--- config.mk ---
export PLATFORM = sky130hd
export DESIGN_NAME = dktqs_ram
export DESIGN_NICKNAME = d
export VERILOG_FILES = /design/src/design/descending_key_tag_quicksort_top_macros.svh /design/src/design/dktqs_ram.sv
export SDC_FILE = /design/constraint.sdc
export NUM_CORES = 1
export LEC_CHECK = 0
export BUFFER_PORTS_ARGS = -buffer_cell sky130_fd_sc_hd__buf_2
export CAP_MARGIN = 20
export CORE_AREA = 2 2 228 230
export DETAILED_ROUTE_END_ITERATION = 10
export DIE_AREA = 0 0 230 232
export SETUP_SLACK_MARGIN = 0.5
export SLEW_MARGIN = 20
export SYNTH_ARGS = -nofsm -noshare
export SYNTH_HDL_FRONTEND = slang
export SYNTH_SLANG_ARGS = --single-unit
--- constraint.sdc ---
create_clock -name clk -period 4.14 [get_ports clk]
set_clock_uncertainty 0.1 [all_clocks]
set_input_delay 0.414 -clock clk [delete_from_list [all_inputs] [get_ports clk]]
set_output_delay 0.414 -clock clk [all_outputs]
set_load 0.005 [all_outputs]
--- src/design/descending_key_tag_quicksort_top_macros.svh ---
// Assertion macros shared by the quicksort block.
`ifndef DESCENDING_KEY_TAG_QUICKSORT_TOP_MACROS_SVH
`define DESCENDING_KEY_TAG_QUICKSORT_TOP_MACROS_SVH

// Consequent must hold in the same cycle as the antecedent.
`define DKTQS_ASSERT_NOW(label, clk, rst_n, ante, cons, msg) \
  label: assert property (@(posedge clk) disable iff (!rst_n) (ante) |-> (cons)) \
    else $error(msg);

// Consequent must hold in the cycle after the antecedent.
`define DKTQS_ASSERT_NEXT(label, clk, rst_n, ante, cons, msg) \
  label: assert property (@(posedge clk) disable iff (!rst_n) (ante) |=> (cons)) \
    else $error(msg);

`endif

--- src/design/dktqs_ram.sv ---
// Generic single-write, single-read RAM with a registered read port.
`default_nettype none
module dktqs_ram #(
  parameter int WIDTH = 8,
  parameter int DEPTH = 64
) (
  input  wire logic                     clk,
  input  wire logic                     we,
  input  wire logic [$clog2(DEPTH)-1:0] waddr,
  input  wire logic [WIDTH-1:0]         wdata,
  input  wire logic [$clog2(DEPTH)-1:0] raddr,
  output logic      [WIDTH-1:0]         rdata
);

  logic [WIDTH-1:0] mem [DEPTH];
  logic [WIDTH-1:0] rdata_r;

  // Write, and register the read data; a same-cycle read returns the old word.
  always_ff @(posedge clk) begin
    if (we) begin
      mem[waddr] <= wdata;
    end
    rdata_r <= mem[raddr];
  end

  assign rdata = rdata_r;

endmodule
`default_nettype wire
======== Word-level counts from Yosys, hierarchy flattened ========
Memories as Yosys holds them, arrays and structs flattened. A register that Yosys moved wholly into a read port is not among the register bits.
Index checks and enable logic that the tools add are counted.
storage, ports and cells
  flip-flop bits (word level) ............. 0
  logic and storage cells ................. 3
  memories kept ........................... 1
  ROM bits ................................ 0
  output and inout port bits .............. 8
  latch bits .............................. 0
  RAM bits ................................ 512
cells by class
  shifts and indexed selects .............. 0
  $add $sub $neg .......................... 0
  magnitude comparators ................... 0
  bitwise operators ....................... 0
  multiply operators ...................... 0
  eq/ne operators ......................... 0
  reductions and logical operators ........ 0
  multiplexer cells ....................... 2
  div/mod/pow operators ................... 0
memories
  memory  words  bits a word  read ports  clocked after memory_dff  wr ports  line             text
  mem     64     8            1           1                         1         dktqs_ram.sv:15  logic [WIDTH-1:0] mem [DEPTH];
operators by type and width
  kind               count
  1-bit two-way mux  2

======== Depth between registers and ports, before layout ========
Gate-level depths: netlist of the first run.
  word-level depth ........................ 2
  gate-level depth with buffers ........... 9

======== Worst setup path before layout of the first run ========
OpenSTA, ideal clock, no wires.
  path type ............................... input -> register
  start point ............................. in raddr[1]
  end point ............................... reg rdata_r[3], in the netlist rdata[3], read port of mem
  stages .................................. 7
  arrival time ............................ 1.954 ns
  path slack .............................. 1.958 ns
  required time ........................... 3.912 ns
  path buffers ............................ 3
  cell sequence ........................... buf_4 -> buf_2 -> buf_2 -> mux4_2 -> mux4_2 -> o21ai_1 -> o41ai_1
RTL lines
  element             line             text
  start: declaration  dktqs_ram.sv:11  input wire logic [$clog2(DEPTH)-1:0] raddr,
  end: declaration    dktqs_ram.sv:16  logic [WIDTH-1:0] rdata_r;

==> impl_metrics.yaml, run 1 <==
status:
  status: "complete, no violations"
floorplan:
  dieArea_sq_um: 53400
  core_sq_um: 50900
  initial_core_util: 0.396
  die_x_microns: 230
  chipHeight_microns: 232
  row_count: 83
  io_pins: 30
synthesis:
  yosys.area_share.simple: 0.0339
  synth_seq_cells: 520
  async_flop_share: 0
  yosys-mux-area-fraction: 0.159
  seq_area_frac_synth: 0.770
  synth_compound_gate_area_share: 0.0207
  synth_top_family_by_area: "multiplexers"
  synth.avg_cell_area_sq_um: 21.5
  synth_area_sq_um: 20200
  yosys_most_used_dff: "edfxtp_1"
  yosys-top-cells-area: "edfxtp_1 76%, mux4_2 14%, nor2_1 1.5%"
  yosysTopAreaCell: "edfxtp_1"
  synthXorXnorAreaFrac: 0
  synthCells: 940
  synth_top_area_frac: 0.762
  ys_types: 40
  syn_nets: 962
  ys.warnings.count: 0
  synth-edff-count: 512
  synthAdderAreaFrac: 0
layout:
  fin_area_sq_um: 22800
  fin_util: 0.448
  final_common_cell: "edfxtp_1"
  synthToLayoutAreaGrowth_pct: 13.0
  mostFrequentLayoutCells: "512 x edfxtp_1, 126 x mux4_2, 83 x nor2_1, 51 x clkbuf_16, 25 x buf_2"
  ff_latch_area_sq_um: 15500
  drive_gt1_frac: 0.256
  fill_cells: 4330
  diodes: 0
  multi_input_area_sq_um: 4320
  nets: 1014
routing:
  firstDrtPassIters: 5
  wirelength_microns: 44300
  drcViolationCount: 0
  drtIter0Drc: 934
  vias: 9355
  antenna_left: 0
  wl_per_cell_microns: 25.9
  vias_per_cell: 5.47
sta:
  setup_viol: 0
  worst_slack_ps: 1520
  relSlewSlack: 0.291
  slew_violations: 0
  timing.fmax_ghz: 0.382
  final.setup.tns_ps: 0
  hold_violations: 0
  fin_crit_ps: 2620
  tightest_slew_ps: 1060
  fin_crit_sh: 0.633
  rsz0062_at_grt: "no"
placed_design:
  post-place-ws_ps: 771
  place_area_sq_um: 21100
  dp_hpwl_microns: 27000
  routabilityCongestion: 0.800
  portBuffers: 29
clock_tree:
  insertion_delay_ps: 590
  root_buffer: "clkbuf_16"
  cts_sinks: 520
  cts_made_buffers: 50
  cts_tree: "yes"
  htreeDepth: 2
  cts_buffer_depth: 3
  post_cts_buffers: 0
  clk_pin_slew_ps: 60
hold_path:
  min_path_type: "input pin to flop"
global_routing:
  grt_overflow: 0
  grt_max_degree: 65
  antenna_found_initial: 2
  grt_pass1_wl_microns: 66300
  grt_pass1_vias: 9688
  grt_usage: 0.170
pwr:
  vdd.ir_drop.worst_v: 0.000327
  power_leakage_uw: 0.00703
  p_per_area_nw_per_um2: 489
critical_path:
  path_cells: "clkbuf_8, buf_4, mux2_2, a221oi_1, o2bb2ai_1"
  critPathMaxFanout: 58
  critPathLaunchType: "input pin"
  cp_data_required_time_ps: 4480
  cp_slowest_cell: "buf_4"
  crit_type: "input pin to flop"
  worstSetupEndpointType: "flop"
  arrival_ps: 2960
  cpPeakStageDelay_ps: 680
flow_run:
  maxCapViolations: 0
-- critical path: cells and delay by family --
kind                   cells  cell delay, ps
multiplexers               1             420
buffers and inverters      2            1210
AO/OA/AOI/OAI              2             800
-- layer usage --
metal | GRT usage | vias to the layer above | wire (microns)
met5 | 0 | - | 22
li1 | - | 4031 | -
met3 | 0.0367 | 80 | 3030
met2 | 0.273 | 328 | 21500
met1 | 0.235 | 4912 | 18600
met4 | 0.0524 | 4 | 1200
-- cell usage after synthesis, types with 3 or more instances --
cell	n
mux4_2	126
nand3_1	13
edfxtp_1	512
dfxtp_1	8
buf_2	11
buf_6	4
nor2_1	83
o2bb2ai_1	3
clkbuf_1	17
nor2b_1	14
nand2b_1	7
a22oi_1	3
buf_1	4
o22ai_1	8
buf_4	13
nor3_1	7
mux2i_1	23
o2111ai_1	3
nand2_1	19
mux2_2	13
a211oi_1	4
nand3b_1	3
a21oi_1	3
a221oi_1	6
o221ai_1	8
-- cells by family (layout without fill, tap and decap cells) --
kind of cell           count (synthesis)  count (layout)
AOI/OAI and AO/OA                     54              54
buffers and inverters                 51             142
DFF                                  520             520
muxes                                162             162
and+or+nand+nor                      153             153
-- state kept, by name, summed over array words and instances (netlist names) --
signal  cells
mem       512
rdata       8
-- final timing paths --
| path | startpoint | end | slack [ps] | cells after the start |
|---|---|---|---|---|
| worst max-delay path | raddr[0] | rdata[2] | 1520 | 5 |
| worst min-delay path | wdata[6] | mem[10][6] | 60 | 1 |
| worst max register to register | mem[3][3] | rdata[3] | 1950 | 5 |
| worst min register to register | mem[26][6] | rdata[6] | 750 | 3 |
-- report_power, final --
| group | internal [uW] | total [uW] | leakage [uW] | switching [uW] |
|---|---|---|---|---|
| Combinational | 201 | 523 | 0.00152 | 323 |
| Sequential | 5830 | 5850 | 0.00467 | 21.0 |
| Clock | 2860 | 4780 | 0.000836 | 1920 |
| Total | 8890 | 11100 | 0.00703 | 2260 |
-- repair_timing --
action                     4_1_cts  5_1_grt
resized for setup                0        0
hold endpoints to repair         5        0
setup endpoints to repair        0        0
hold buffers                     1        0
-- stage by stage --
| stage | cells | power [uW] | hold slack, ps |
|---|---|---|---|
| global route | 1711 | 11500 | 65.9 |
| floorplan | 940 | 6260 | 413 |
| detailed placement | 1619 | 6490 | 625 |
| CTS | 1711 | 11200 | 33.7 |
| global placement | 1619 | 6490 | 613 |
| finish | 1711 | 11100 | 60.2 |
-- layout make-up --
type,count,share of cell area
clock buffer,55,0.0567
clock inverter,36,0.0185
multi-input combinational,369,0.189
sequential,520,0.682
tap,680,0.0373
timing repair buffer,51,0.0161
Power figures use the tool's default switching activity.
==> run 2: changes to the inputs <==
--- a/config.mk
+++ b/config.mk
@@ -5,11 +5,12 @@
 export SDC_FILE = /design/constraint.sdc
 export NUM_CORES = 1
 export LEC_CHECK = 0
+export ABC_AREA = 1
 export BUFFER_PORTS_ARGS = -buffer_cell sky130_fd_sc_hd__buf_2
 export CAP_MARGIN = 20
-export CORE_AREA = 2 2 228 230
+export CORE_AREA = 2 2 234 236
 export DETAILED_ROUTE_END_ITERATION = 10
-export DIE_AREA = 0 0 230 232
+export DIE_AREA = 0 0 236 238
 export SETUP_SLACK_MARGIN = 0.5
 export SLEW_MARGIN = 20
 export SYNTH_ARGS = -nofsm -noshare
==> constraint.sdc (replaced) <==
create_clock -name clk -period 2.3 [get_ports clk]
set_clock_uncertainty 0.1 [all_clocks]
set_input_delay 0.23 -clock clk [delete_from_list [all_inputs] [get_ports clk]]
set_output_delay 0.23 -clock clk [all_outputs]
set_load 0.005 [all_outputs]
==> run 2 against run 1 <==
Critical path depth is 4 lower. Core utilization is 0.80 points higher. Cell count is 54% higher. Non-clock buffer count is 101 higher. Power is 81% higher. Count of clock-buffer cells in the layout is 15 higher. Area after synthesis is 5.8% higher. Global-route usage is 3.1 points higher. Synthesized cell count is 92% higher. Sequential power is 79% higher. Worst setup slack worse by 870 ps. Critical path type is now flop to output port. Largest cell class unchanged.
==> impl_metrics.yaml, run 2 <==
clock_tree:
  ctsResizeCount: 0
  post_cts_buffers: 0
  cts_buffer_depth: 3
  root_buffer: "clkbuf_16"
  clk_pin_slew_ps: 60
  cts_tree: "yes"
  htreeDepth: 2
  cts-hold-fix-buffers: 3
  cts_sinks: 520
  insertion_delay_ps: 610
  cts_made_buffers: 53
layout:
  fin_cells: 2637
  diodes: 0
  largest_reg_flops: 512
  nets: 1921
  fill_cells: 4819
  drive_gt1_frac: 0.114
  final_common_cell: "nand2_1"
  mostFrequentLayoutCells: "648 x nand2_1, 512 x edfxtp_1, 439 x nand3_1, 102 x buf_4, 56 x nor2_1"
  top_register: "mem"
  synthToLayoutAreaGrowth_pct: 14.2
pwr:
  vdd.ir_drop.worst_v: 0.000662
  p_per_area_nw_per_um2: 827
  power_leakage_uw: 0.00889
  finalPower_uw: 20200
critical_path:
  arrival_ps: 1320
  critPathLaunchType: "flop"
  cp_num_buf_inv: 1
  crit_family: "flip-flops"
  path_cells: "buf_2"
  critPathMaxFanout: 1
  worstSetupEndpointType: "output port"
  crit_type: "flop to output port"
  cp_slowest_cell: "dfxtp_1"
  cpPeakStageDelay_ps: 530
  cp_data_required_time_ps: 1970
floorplan:
  row_count: 85
  core_sq_um: 53500
  dieArea_sq_um: 56200
  chipHeight_microns: 238
  die_x_microns: 236
  initial_core_util: 0.399
  io_pins: 30
placed_design:
  portBuffers: 29
  routabilityCongestion: 0.928
  post-place-cells: 2537
  dp_hpwl_microns: 33400
  post-place-ws_ps: 317
sta:
  fin_crit_ps: 1650
  worst_slack_ps: 648
  setup_viol: 0
  hold_violations: 0
  final.setup.tns_ps: 0
  rsz0062_at_grt: "no"
  timing.fmax_ghz: 0.605
  tightest_slew_ps: 614
  slew_violations: 0
  relSlewSlack: 0.589
  fin_hold_ws_ps: 8.45
  fin_crit_sh: 0.718
global_routing:
  grt_max_degree: 75
  grt_pass1_wl_microns: 84900
  grt_overflow: 0
  grt_pass1_vias: 13600
  antenna_found_initial: 3
  grt_usage: 0.201
routing:
  drtIter0Drc: 1658
  wl_per_cell_microns: 21.2
  vias: 14100
  antenna_left: 0
  wirelength_microns: 55900
  vias_per_cell: 5.35
  drcViolationCount: 0
  firstDrtPassIters: 5
synthesis:
  synth_compound_gate_area_share: 0
  yosys_most_used_dff: "edfxtp_1"
  seq_area_frac_synth: 0.728
  yosys.area_share.simple: 0.232
  synth_seq_cells: 520
  synth_commonest_cells: "648 x nand2_1, 512 x edfxtp_1, 439 x nand3_1, 56 x nor2_1, 37 x buf_2"
  synthXorXnorAreaFrac: 0
  yosysTopAreaCell: "edfxtp_1"
  yosys-top-cells-area: "edfxtp_1 72%, nand2_1 11%, nand3_1 10%"
  ys_types: 16
  synth.avg_cell_area_sq_um: 11.8
  ys.warnings.count: 0
  yosys-mux-area-fraction: 0
  synth_top_family_by_area: "simple AND/OR/NAND/NOR gates"
  synthCells: 1805
  synthAdderAreaFrac: 0
  async_flop_share: 0
  synth_most_common_cell: "nand2_1"
  syn_nets: 1827
  synth_top_area_frac: 0.720
  synth-edff-count: 512
  synth_area_sq_um: 21300
flow_run:
  maxCapViolations: 0
status:
  status: "complete, no violations"
hold_path:
  min_path_type: "input pin to flop"
run 2: cell types whose count changed in the layout (fill, tap and decap cells not counted), sizes merged, moves of 14 or more:
| cell | delta |
|---|---|
| buf | +100 |
| nor2b | -14 |
| mux4 | -126 |
| clkbuf | +14 |
| nand3 | +426 |
| mux2i | -23 |
| nand2 | +629 |
| nor2 | -27 |
run 2: metrics by stage:
step	cell area (sq um)	utilization
CTS	24400	0.456
detailed placement	22700	0.424
finish	24400	0.456
global placement	22700	0.424
floorplan	21300	-
global route	24400	0.456
run 2: worst paths after layout:
kind	startpoint	end	slack (ps)	cells past startpoint
setup / recovery	rdata[5]	rdata[5]	650	1
hold / removal	wdata[0]	mem[35][0]	8	1
setup reg to reg	mem[55][5]	rdata[5]	740	8
hold reg to reg	mem[36][6]	rdata[6]	730	8
run 2: layer usage:
| metal | share of wire | global-route usage | vias to the layer above |
|---|---|---|---|
| met5 | 0.00073 | 0 | - |
| met4 | 0.028 | 0.0679 | 6 |
| met3 | 0.086 | 0.0438 | 110 |
| met2 | 0.45 | 0.310 | 554 |
| met1 | 0.43 | 0.284 | 6910 |
| li1 | - | - | 6536 |
run 2: final cells by class:
type,count,area [sq um],share of cell area
Sequential cell,520,15500,0.637
Inverter,12,52.6,0.00216
Clock inverter,27,258,0.0106
Multi-Input combinational cell,1160,4950,0.203
Clock buffer,70,1390,0.0570
Tap cell,696,871,0.0357
Timing Repair Buffer,152,1320,0.0543
run 2: cell families after synthesis:
logic type             Yosys count
buffers and inverters          125
flip-flops                     520
AND/OR/NAND/NOR               1160
run 2: report_power, final:
group	internal, uW	switching [uW]	leakage, uW
clock network	4800	3530	0.000806
registers	10500	47.1	0.00467
logic	360	940	0.00341
